### src/hw/rtl/kkm_pkg.sv
// shared types and constants of the keyed k-mer code mapper
package kkm_pkg;

    localparam int unsigned MAX_ALPHABET = 8;
    localparam int unsigned MAX_ORDER    = 8;
    localparam int unsigned CODE_W       = 16;
    localparam int unsigned ACC_W        = 24;
    localparam int unsigned CHAR_W       = 8;
    localparam int unsigned DIGIT_W      = 3;

    localparam logic [1:0] CMD_LOAD   = 2'd0;
    localparam logic [1:0] CMD_ENCODE = 2'd1;
    localparam logic [1:0] CMD_DECODE = 2'd2;

    localparam logic [1:0] ERR_NONE    = 2'd0;
    localparam logic [1:0] ERR_CHAR    = 2'd1;
    localparam logic [1:0] ERR_RANGE   = 2'd2;

    localparam logic [1:0] REG_ALPHABET = 2'd0;
    localparam logic [1:0] REG_SIZE     = 2'd1;
    localparam logic [1:0] REG_ORDER    = 2'd2;

    localparam logic KIND_CODE = 1'b0;
    localparam logic KIND_CHAR = 1'b1;

    typedef enum logic [1:0] {
        OP_LOAD,
        OP_ERR,
        OP_ENC,
        OP_DEC
    } op_t;

    typedef struct packed {
        op_t               op;
        logic [CODE_W-1:0] addr;
        logic [CODE_W-1:0] data;
        logic [1:0]        err;
    } q_entry_t;

    typedef enum logic [2:0] {
        ST_IDLE,
        ST_FRD,
        ST_IRD,
        ST_DIV,
        ST_EMIT
    } back_state_t;

endpackage

### src/hw/rtl/kkm_queue.sv
// two-entry work queue between front and back end
module kkm_queue (
    input  logic              aclk,
    input  logic              aresetn,
    input  logic              push,
    input  kkm_pkg::q_entry_t wdata,
    input  logic              pop,
    output kkm_pkg::q_entry_t rdata,
    output logic              full,
    output logic              empty
);
    import kkm_pkg::*;

    q_entry_t   mem_reg [2];
    logic       wr_ptr_reg, rd_ptr_reg;
    logic [1:0] cnt_reg;

    assign full  = cnt_reg == 2'd2;
    assign empty = cnt_reg == 2'd0;
    assign rdata = mem_reg[rd_ptr_reg];

    always_ff @(posedge aclk) begin
        if (push) begin
            mem_reg[wr_ptr_reg] <= wdata;
        end
    end

    always_ff @(posedge aclk) begin
        if (!aresetn) begin
            wr_ptr_reg <= 1'b0;
            rd_ptr_reg <= 1'b0;
            cnt_reg    <= '0;
        end else begin
            if (push) begin
                wr_ptr_reg <= !wr_ptr_reg;
            end
            if (pop) begin
                rd_ptr_reg <= !rd_ptr_reg;
            end
            cnt_reg <= cnt_reg + {1'b0, push} - {1'b0, pop};
        end
    end

endmodule

### config.mk
export PLATFORM = sky130hd
export DESIGN_NAME = kkm_queue
export DESIGN_NICKNAME = d
export VERILOG_FILES = /design/src/hw/rtl/kkm_pkg.sv /design/src/hw/rtl/kkm_queue.sv
export SDC_FILE = /design/constraint.sdc
export NUM_CORES = 1
export LEC_CHECK = 0
export BUFFER_PORTS_ARGS = -buffer_cell sky130_fd_sc_hd__buf_2
export CAP_MARGIN = 20
export CORE_MARGIN = 5
export CORE_UTILIZATION = 56
export CTS_BUF_LIST = sky130_fd_sc_hd__clkbuf_16
export DETAILED_ROUTE_END_ITERATION = 10
export PLACE_DENSITY = 0.83
export SYNTH_ARGS = -nofsm -noshare
export SYNTH_HDL_FRONTEND = slang
export SYNTH_SLANG_ARGS = --single-unit
### constraint.sdc
create_clock -name aclk -period 8.4 [get_ports aclk]
set_input_delay 2.1 -clock aclk [delete_from_list [all_inputs] [get_ports aclk]]
set_output_delay 2.1 -clock aclk [all_outputs]
set_load 0.02 [all_outputs]
[After elaboration in Yosys (flattened, before gate mapping)]
Memory sizes are Yosys's and may differ from the RTL's. A register that Yosys moved wholly into a read port is not among the register bits.
Index checks and enable logic that the tools add are counted.
Operators by class
  add/sub/neg operators: 2
  equal/unequal tests: 1
  multiplexer cells: 4
  reduce and logical (&&, ||, !) cells: 3
Operator list (number)
  1-bit two-way mux: 4
  2-bit by 1-bit adder with 2-bit output: 1
  2-bit equality test, second input constant: 1
  1-bit zero test: 2
  2-bit zero test: 1
  2-bit by 1-bit subtractor with 2-bit output: 1
Storage, ports and cells
  bits in registers: 4
  bits in writable memories: 72
  output and inout bits: 38
  memories kept: 1
Memory list
  mem_reg: depth 2, bits a word 36, rd ports 1, clocked after Yosys merged registers in 1, write ports 1, line kkm_queue.sv:14  | q_entry_t mem_reg [2];

[Depth between registers and ports, before layout]
  depth in word-level cells: 3
  depth in mapped cells: 6
  depth with buffers taken out: 6

[Least setup slack after synthesis]
Ideal clock, no wire load.
  path kind: input-to-reg
  start: in push
  end: mem mem_reg[0][0] (netlist name), enable pin
  data arrival time: 3.749 ns
  path slack: 4.216 ns
  cell stages on the path: 1
  buffers on the path: 0
  cell sequence: nor2b_1
On the way
  word-level cells in the longest chain between the ends: 2
Ends and longest elaborated chain
  start, declared: line kkm_queue.sv:5  | input logic push,
  1-bit two-way mux: line kkm_queue.sv:23  | if (push) begin
  1-bit two-way mux (not written as such): line kkm_queue.sv:24  | mem_reg[wr_ptr_reg] <= wdata;
  end, declared: line kkm_queue.sv:14
No other way between the ends.

==> impl_results.md <==
* Drt drc at 0
* Post-synthesis cell area at 0.00298 mm^2
* Total CTS buffers at 9
* Syn Inst Count at 133
* Post-CTS sizing at 0
* Sequential fraction of the synthesis area at 76.0%
* Multi-input logic area at 644 um^2
* Routed WL per cell at 16.6 um
* DRT antenna net count at 0
* Setup_tns at 0 ps
* Hold depth at 2
* Crit path max fanout at 20
* Least-Margin Pin Slew at 1050 ps
* Critical Path RT at 6300 ps
* Leading register cell type out of synthesis: edfxtp_1
* Slowest stage delay, CP at 670 ps
* Tot GR Track Use at 15.0%
* IO buf count at 77
* NumNets Final at 260
* Syn Area/Cell at 22.4 um^2
* Setup bufs post-CTS at 0
* # rows at 26
* Critical path capture point type: output pin
* Ys Warns at 0
* Area share of the largest cell type after synthesis at 72.6%
* Crit path DAT at 1780 ps
* Slowest CP cell: dfxtp_2
* Worst skew pair latency at 330 ps
* Vias in the first global route at 1544
* Peak Freq at 258 MHz
* R2r endpoint: mem_reg[0][28]$_DFFE_PP_
* Fin Clk Skew at 5.00 ps
* FILL cells at 337
* Reg2Reg Depth at 1
* Hold buffer count at cts at 0
* DP Wirelength at 3.20 mm
* WHS Endpoint: rd_ptr_reg$_SDFFE_PN0P_
* Max-slew violation count at 0
* Vias/cell at 5.00
* Pin count of the biggest net entering global routing at 38
* Synth unique cells at 14
* Synth top area cells: edfxtp_1, mux2_4, dfxtp_1
* Fin crit share at 46.2%
* #FFs+latches synth at 77
* Fin crit period at 3880 ps
* Initial antenna violation count at 0
* Ports at 78
* Pwr dens at 260 mW/mm^2
* Gp weighted congestion at 0.700
* Fraction of registers with async set/reset at 0%
* Synth area leader: edfxtp_1
* Post-synth EDFFs at 72
* Final hold vios at 0
* Final setup vio count at 0
* CTS Root Cell: clkbuf_16
* DIE AREA at 0.00687 mm^2
* First-pass GRT wire length at 7.87 mm
* Share of cells above drive strength 1 at 58.7%
* Area occupied by registers at 0.00226 mm^2
* Hold crit path type: reg -> reg
* Synth cell count leaders: edfxtp_1, mux2_4, mux2_2
* Outcome: complete, no violations
* Clk slew on worst S/H paths at 60 ps
* Hold_sp: rd_ptr_reg$_SDFFE_PN0P_
* Num Clock Sinks at 77
* Diode count at 0
* Vert. Die Dim at 82.9 um
* Crit Path Category: reg -> out
* Total power after layout at 0.970 mW
* Post-Syn Nets at 175
* Worst ir drop on vdd at 0.183 mV
* Initial Utilization at 57.9%
* DIE WIDTH at 82.9 um
* DRT Wirelength at 4.87 mm
* Max-Slew Margin vs Limit at 29.7%
* CP Cell Sequence: buf_12 -> mux2_2 -> buf_2
* Core box area at 0.00514 mm^2
* Number of DRC markers in iteration 0 at 105
* Leakage at 1.50 nW
* Launching point of the worst reg2reg path: wr_ptr_reg$_SDFFE_PN0P_
* Bufs on Longest Clock Path at 2
* Gr ovfl total at 0
* CTS H-Tree Depth at 3
* Via count at 1464
* RSZ-0062 raised after global routing: false
* P&R area growth vs syn at 25.1%
* CTS tree: done
* DR pass1 iterations at 4
* Max-cap viol count at 0
* R2R setup slack at 6850 ps
* Top-count cell post-synth: edfxtp_1
* Max FFs per register at 72
* CP Launch Type: flop
critical path, delay by kind of cell, from the launching register on:
| kind | cells | cell delay (ps) |
|---|---|---|
| buffers and inverters | 2 | 420 |
| multiplexers | 1 | 360 |
| flip-flops | 1 | 670 |
logic make-up (layout without fill, tap and decap cells):
group	after synthesis	count (layout)	synth area share (%)
xor+xnor	2	2	1.05
buf+inv	6	96	2.65
flops	77	77	76.0
mux	36	36	17.4
simple gates	9	9	1.81
compound gates	1	1	0.252
fa+ha+maj	2	2	0.841
cells in the final DEF (no fill, tap or decap), types with 3 or more instances in the layout:
cell,Yosys,layout
nor2b_1,4,3
mux2_4,30,30
clkbuf_16,0,9
inv_1,2,3
and2_1,4,3
dfxtp_1,5,4
edfxtp_1,72,72
buf_2,0,77
mux2_2,6,6
where the power goes:
part	switching [mW]	internal [mW]
Sequential	0.0113	0.444
Clock	0.140	0.258
Combinational	0.0600	0.0567
Total	0.211	0.759
worst max path at each step:
stage | from | endpoint | cells past startpoint
after floorplan | push | mem_reg[0][0]$_DFFE_PP_ | 1
after global placement | flop | rdata[2] | 2
after detailed placement | flop | rdata[4] | 2
after CTS | flop | rdata[3] | 2
after global routing | flop | rdata[3] | 3
final | flop | rdata[3] | 3
cell type report:
class | count | share of cell area [%]
inverter | 2 | 0.202
clock buffer | 9 | 6.05
clock inverter | 7 | 2.45
sequential | 77 | 60.8
tap | 70 | 2.35
multi-input combinational | 50 | 17.3
timing repair buffer | 78 | 10.9
routing by layer:
metal	up-vias	track usage, %	part of all wire, %
met4	0	7.13	1.5
met5	-	0	0
li1	690	-	-
met2	52	26.0	56
met3	7	4.46	5.3
met1	715	16.8	37
per-stage QoR:
stage / setup WS, ps / utilization [%] / hold slack, ps / instance area (um^2) / std cells
2_1_floorplan: 4220 / - / 555 / 2980 / 133
4_1_cts: 4270 / 72.1 / 603 / 3700 / 292
6_report: 4520 / 72.5 / 599 / 3720 / 293
3_3_place_gp: 4620 / 65.9 / 559 / 3390 / 276
3_5_place_dp: 4630 / 65.9 / 575 / 3390 / 276
5_1_grt: 4450 / 72.5 / 648 / 3720 / 293
(Power assumes the default switching activity.)
