===== src/hw/rtl/kkm_pkg.sv =====
// shared types and constants of the keyed k-mer code mapper
package kkm_pkg;

    localparam int unsigned MAX_ALPHABET = 8;
    localparam int unsigned MAX_ORDER    = 8;
    localparam int unsigned CODE_W       = 16;
    localparam int unsigned ACC_W        = 24;
    localparam int unsigned CHAR_W       = 8;
    localparam int unsigned DIGIT_W      = 3;

    localparam logic [1:0] CMD_LOAD   = 2'd0;
    localparam logic [1:0] CMD_ENCODE = 2'd1;
    localparam logic [1:0] CMD_DECODE = 2'd2;

    localparam logic [1:0] ERR_NONE    = 2'd0;
    localparam logic [1:0] ERR_CHAR    = 2'd1;
    localparam logic [1:0] ERR_RANGE   = 2'd2;

    localparam logic [1:0] REG_ALPHABET = 2'd0;
    localparam logic [1:0] REG_SIZE     = 2'd1;
    localparam logic [1:0] REG_ORDER    = 2'd2;

    localparam logic KIND_CODE = 1'b0;
    localparam logic KIND_CHAR = 1'b1;

    typedef enum logic [1:0] {
        OP_LOAD,
        OP_ERR,
        OP_ENC,
        OP_DEC
    } op_t;

    typedef struct packed {
        op_t               op;
        logic [CODE_W-1:0] addr;
        logic [CODE_W-1:0] data;
        logic [1:0]        err;
    } q_entry_t;

    typedef enum logic [2:0] {
        ST_IDLE,
        ST_FRD,
        ST_IRD,
        ST_DIV,
        ST_EMIT
    } back_state_t;

endpackage


===== src/hw/rtl/kkm_front.sv =====
// front end: accepts beats, runs the encode accumulator, issues work items
module kkm_front (
    input  logic              aclk,
    input  logic              aresetn,
    input  logic              cfg_clear,
    input  logic [3:0]        radix,
    input  logic [3:0]        order,
    input  logic [63:0]       alphabet,
    input  logic              s_tvalid,
    output logic              s_tready,
    input  logic [1:0]        s_tuser,
    input  logic [55:0]       s_tdata,
    input  logic              q_full,
    output logic              q_push,
    output kkm_pkg::q_entry_t q_wdata
);
    import kkm_pkg::*;

    logic [ACC_W-1:0] acc_reg, acc_next;
    logic [3:0]       cnt_reg, cnt_next;
    logic             accept;
    logic [7:0]       ch;
    logic             found;
    logic [2:0]       digit;
    logic [27:0]      prod;
    logic [ACC_W-1:0] acc_new;
    logic [3:0]       cnt_new;

    assign s_tready = !q_full;
    assign accept   = s_tvalid && !q_full;
    assign ch       = s_tdata[7:0];

    always_comb begin
        found = 1'b0;
        digit = '0;
        for (int i = MAX_ALPHABET - 1; i >= 0; i--) begin
            if (4'(i) < radix && alphabet[8*i +: 8] == ch) begin
                found = 1'b1;
                digit = 3'(i);
            end
        end
        prod    = acc_reg * radix;
        acc_new = prod[ACC_W-1:0] + {21'b0, digit};
        cnt_new = cnt_reg + 4'd1;
    end

    always_comb begin
        acc_next     = acc_reg;
        cnt_next     = cnt_reg;
        q_push       = 1'b0;
        q_wdata.op   = OP_LOAD;
        q_wdata.addr = s_tdata[23:8];
        q_wdata.data = s_tdata[39:24];
        q_wdata.err  = ERR_NONE;
        if (accept) begin
            case (s_tuser)
                CMD_LOAD: begin
                    q_push = 1'b1;
                end
                CMD_ENCODE: begin
                    if (!found) begin
                        q_push      = 1'b1;
                        q_wdata.op  = OP_ERR;
                        q_wdata.err = ERR_CHAR;
                        acc_next    = '0;
                        cnt_next    = '0;
                    end else if (cnt_new >= order) begin
                        q_push   = 1'b1;
                        acc_next = '0;
                        cnt_next = '0;
                        if (acc_new[ACC_W-1:CODE_W] != '0) begin
                            q_wdata.op  = OP_ERR;
                            q_wdata.err = ERR_RANGE;
                        end else begin
                            q_wdata.op   = OP_ENC;
                            q_wdata.addr = acc_new[CODE_W-1:0];
                        end
                    end else begin
                        acc_next = acc_new;
                        cnt_next = cnt_new;
                    end
                end
                CMD_DECODE: begin
                    q_push       = 1'b1;
                    q_wdata.op   = OP_DEC;
                    q_wdata.addr = s_tdata[55:40];
                end
                default: begin
                end
            endcase
        end
        if (cfg_clear) begin
            acc_next = '0;
            cnt_next = '0;
        end
    end

    always_ff @(posedge aclk) begin
        if (!aresetn) begin
            acc_reg <= '0;
            cnt_reg <= '0;
        end else begin
            acc_reg <= acc_next;
            cnt_reg <= cnt_next;
        end
    end

endmodule


===== config.mk =====
export PLATFORM = sky130hd
export DESIGN_NAME = kkm_front
export DESIGN_NICKNAME = d
export VERILOG_FILES = /design/src/hw/rtl/kkm_pkg.sv /design/src/hw/rtl/kkm_front.sv
export SDC_FILE = /design/constraint.sdc
export NUM_CORES = 1
export LEC_CHECK = 0
export BUFFER_PORTS_ARGS = -buffer_cell sky130_fd_sc_hd__buf_2
export CAP_MARGIN = 0
export CORE_MARGIN = 5
export CORE_UTILIZATION = 58
export CTS_CLUSTER_SIZE = 10
export DETAILED_ROUTE_END_ITERATION = 6
export PLACE_DENSITY = 0.95
export SYNTH_ARGS = -nofsm -noshare
export SYNTH_HDL_FRONTEND = slang
export SYNTH_SLANG_ARGS = --single-unit

===== constraint.sdc =====
create_clock -name aclk -period 12.9 [get_ports aclk]
set_input_delay 0.645 -clock aclk [delete_from_list [all_inputs] [get_ports aclk]]
set_output_delay 0.645 -clock aclk [all_outputs]
set_load 0.05 [all_outputs]

* Word level (Yosys, flattened, before mapping)
Index checks and enable logic that the tools add are counted.
** Storage, ports and cells
- Memory bits (read-only) :: 0
- RAM bits :: 0
- Register bits :: 28
- Input port bits :: 135
- Latch bits :: 0
- Memories :: 0
- Output and inout port bits :: 38
- Word-level logic and storage cells :: 76
** Operators by class
- Div/mod/pow operators :: 0
- $mul :: 1
- Muxes and demuxes :: 36
- Order comparisons :: 9
- Reduce and logical (&&, ||, !) cells :: 15
- Shifts and indexed selects :: 0
- Bitwise logic cells :: 1
- Add/sub/neg operators :: 2
- Equal/unequal tests :: 10
** Operators with widths (number)
- equality test 8 bit :: 8
- 2-to-1 mux 24 bit :: 2
- 2-to-1 mux 18 bit :: 2
- one-hot mux 18 bit (2 select lines) :: 1
- 2-to-1 mux 16 bit :: 2
- adder 24 x 3 -> 24 bit :: 1
- multiplier 24 x 4 -> 24 bit :: 1
- 2-to-1 mux 3 bit :: 8
- less-than comparator 3 x 4 -> 1 bit (first input constant) :: 4
- 2-to-1 mux 2 bit :: 7
- 2-to-1 mux 1 bit :: 11
- logical AND 1 bit :: 9
- less-than comparator 1 x 4 -> 1 bit (first input constant) :: 2
- less-than comparator 2 x 4 -> 1 bit (first input constant) :: 2
- 2-to-1 mux 4 bit :: 2
- nonzero test 8 bit :: 1
- adder 4 x 1 -> 4 bit (second input constant) :: 1
- >= comparator 4 bit :: 1
- OR reduction 2 bit :: 2
- equality test 2 x 1 -> 1 bit (second input constant) :: 1
- equality test 2 bit (second input constant) :: 1
- logical NOT 2 bit :: 1
- one-hot mux 1 bit (2 select lines) :: 1
- AND reduction 2 bit :: 1
- other kinds (2) :: 2

* Logic depth before layout (Yosys ltp)
- Word-level depth :: 17
- Gate-level depth with buffers :: 23
- Depth with buffers taken out :: 21

* Worst setup path after synthesis
Ideal clock, no wire load.
- Kind :: input port to output port
- From :: input port radix[3]
- To :: output port q_wdata[28] (netlist bit)
- Path buffers :: 4
- Data required time :: 12.255 ns
- Stages :: 19
- Path slack :: 6.363 ns
- Arrival :: 5.892 ns
- Path through :: clkbuf_1 > buf_1 > nand2_1 > fa_1 > inv_1 > fa_1 > ha_1 > ha_1 > buf_2 > a21oi_1 > o21ai_1 > or3_1 > nand2_1 > a311oi_1 > or4b_4 > nor4_4 > buf_6 > mux2_2 > a221o_1
** RTL lines
- from (decl) :: RTL line kkm_front.sv:6 : input logic [3:0] radix,
- to (decl) :: RTL line kkm_front.sv:15 : output kkm_pkg::q_entry_t q_wdata

==> results.py <==
metrics = {
    "detailed_routing": {
        "drc": 0,
        "drt_wl_total_um": 17100,
        "vias": 5970,
        "wire_per_inst_um": 17.5,
        "drt_pass1_iterations": 6,
        "vias_per_cell": 6.12,
        "ant_nets": 0,
        "drtIter0Drc": 491,
    },
    "worst_hold_path": {
        "hold_end": "acc_reg[23]",
        "holdCritPathClass": "reg -> reg",
        "hold_depth": 2,
        "min_from": "acc_reg[23]",
    },
    "critical_path": {
        "arrival_ns": 6.73,
        "r2r_end": "acc_reg[23]",
        "cp.required_ns": 12.26,
        "cp_max_fo": 28,
        "worstSetupPathType": "in -> out",
        "r2r_cells": 13,
        "critPathLaunchType": "primary input",
        "r2r_slack_ns": 8.54,
        "end_kind": "primary output",
        "cp-startpoint": "radix[2]",
        "r2r_start": "acc_reg[14]",
    },
    "power_and_ir_drop": {
        "ir_drop_mv": 0.0495,
        "p_leak_nw": 3.14,
        "p_per_area_nw_per_um2": 39.7,
    },
    "placed_design": {
        "portBuffers": 140,
        "placed_area_um2": 6410,
        "place_hpwl_um": 13500,
        "routabilityCongestion": 0.930,
    },
    "synth": {
        "synthAdderAreaFrac_pct": 26.4,
        "synth-main-ff-cell": "dfxtp_1",
        "syn-cell-area_um2": 5830,
        "synth_async_sr_flop_share_pct": 0,
        "syn_area_per_cell_um2": 7.72,
        "synth_most_common_cell": "nand2_1",
        "synthDistinctLibCells": 53,
        "yosysTopAreaCellShare_pct": 14.4,
        "synthMuxAreaShare_pct": 3.22,
        "yosys.area_share.simple_pct": 25.1,
        "synth_top_family_by_area": "adder cells",
        "yosysTopAreaCell": "fa_1",
        "syn_inst": 755,
        "synth_edf_count": 0,
        "yosysWarnings": 0,
        "synthesis.nets": 988,
        "synth-xor-area-share_pct": 13.4,
        "synth_compound_area_share_pct": 14.1,
        "seq_area_frac_synth_pct": 9.61,
        "netlist_top_cells_count": "nand2_1, xnor2_1, nor2_1",
        "synth_seq_cells": 28,
        "netlist_top_cells_area": "fa_1, ha_1, xnor2_1, dfxtp_1, nand2_1",
    },
    "die": {
        "row_count": 36,
        "die_h_um": 110,
        "pin_count": 173,
        "start_util_pct": 59.7,
        "die_area_um2": 12200,
        "die_w_um": 110,
        "design.core.area_um2": 9770,
    },
    "clock_tree": {
        "numCtsBuffers": 3,
        "clockBufferDepth": 2,
        "post_cts_buffers": 0,
        "tritoncts": "built",
        "clk_pin_slew_worst_paths_ns": 0.11,
        "clock_sinks": 28,
        "clkLatencyLatePin_ns": 0.29,
        "clockRootBuffer": "clkbuf_8",
        "ctsResizeCount": 0,
        "hold_buffers": 0,
        "htree_levels": 1,
    },
    "timing": {
        "rsz0062_at_grt": "no",
        "fin_setup_tns_ns": 0,
        "fmax_mhz": 136,
        "worstMarginPinSlew_ns": 1.22,
        "setup_viol": 0,
        "finalCritPeriodShare_pct": 57.2,
        "skew_ns": 0.00638,
        "slew_viol_final": 0,
        "hold_viol": 0,
        "maxSlewHeadroom_pct": 19.0,
        "min_period_ns": 7.37,
    },
    "grt": {
        "antenna_found_initial": 0,
        "grt_pass1_vias": 5918,
        "grt.total_usage_pct": 28.5,
        "grt_pass1_wl_um": 27600,
        "busiest_layer": "met2",
        "met3_usage_pct": 5.42,
        "grt_max_degree": 46,
        "grt_use_met1_pct": 33.4,
        "grtUsageMet2_pct": 49.4,
        "overflow": 0,
    },
    "layout": {
        "final_area_um2": 6480,
        "seqCellArea_um2": 561,
        "multi_input_area_um2": 4790,
        "largest_register_ffs": 24,
        "nFillCells": 750,
        "drive_above_1_share_pct": 19.5,
        "diodes": 0,
        "nNetsFinal": 1076,
        "areaGrowthSynthToFinish_pct": 11.2,
    },
    "run_status": {
        "status": "finished clean",
    },
    "run": {
        "drv_cap": 0,
    },
}
## where the power goes
| group | switching (mW) | internal (mW) |
|---|---|---|
| Sequential | 0.00000528 | 0.0864 |
| Clock | 0.0325 | 0.0417 |
| Combinational | 0.0586 | 0.0383 |
## area by class of cell
class	count	share of cell area, %
multi-input combinational	622	74.0
timing repair buffer	142	11.0
tap	133	2.57
clock buffer	3	0.637
sequential	28	8.65
inverter	46	2.66
clock inverter	1	0.463
## metrics by stage
step	power, mW	cells	util, %	hold WS, ns	setup slack, ns
after global placement	0.181	971	65.6	0.443	5.78
final	0.258	975	66.3	0.465	5.53
after floorplan	0.166	755	-	0.432	6.36
after detailed placement	0.184	971	65.6	0.452	5.66
after global routing	0.267	975	66.3	0.480	5.20
after CTS	0.256	975	66.3	0.468	5.67
## placed cells by master, fill, tap and decap left out, drive strengths merged, types with 19 or more instances in the layout
master,netlist,final
nor2,64,64
a21oi,42,42
and2,48,48
nand2,89,89
xnor2,74,74
nand3,25,25
ha,56,56
fa,42,42
buf,31,142
inv,46,46
and3,20,20
dfxtp,28,28
o21ai,19,19
## metal layers
metal	routed length, um	vias up	share of wire (%)
met5	0	-	0
met4	825	0	4.8
met3	1610	71	9.4
met2	8520	367	50
met1	6150	2795	36
li1	-	2737	-
## worst max-delay path: stages
cell and delay, ns:
buf_2 0.41, a31oi_1 0.18, or3_1 0.40, a21oi_1 0.13, nor2_1 0.05, nor2_1 0.09, nor2_1 0.04, nor2_1 0.11
nor2_1 0.06, ha_1 0.23, ha_1 0.23, fa_1 0.44, a211oi_2 0.34, o211ai_2 0.19, and4_1 0.25, nor4_1 0.24
a311oi_1 0.15, or4b_4 0.56, nor4_4 1.01, mux2_2 0.42, a221o_1 0.30, buf_2 0.22
## worst max path at each step
| stage | endpoint | slack (ns) | cells past startpoint |
|---|---|---|---|
| finish | q_wdata[26] | 5.53 | 22 |
| global placement | q_wdata[21] | 5.78 | 18 |
| CTS | q_wdata[26] | 5.67 | 22 |
| detailed placement | q_wdata[26] | 5.66 | 17 |
| global route | q_wdata[26] | 5.20 | 22 |
| floorplan | q_wdata[28] | 6.36 | 19 |
## cells by family after synthesis
kind of cell               after synthesis
and+or+nand+nor                        297
AOI/OAI and AO/OA                      121
buffers and inverters                  105
adders and majority gates               98
xor gates and xnor gates                89
DFF                                     28
muxes                                   17
Note: power is estimated with default switching activity, not from simulation.
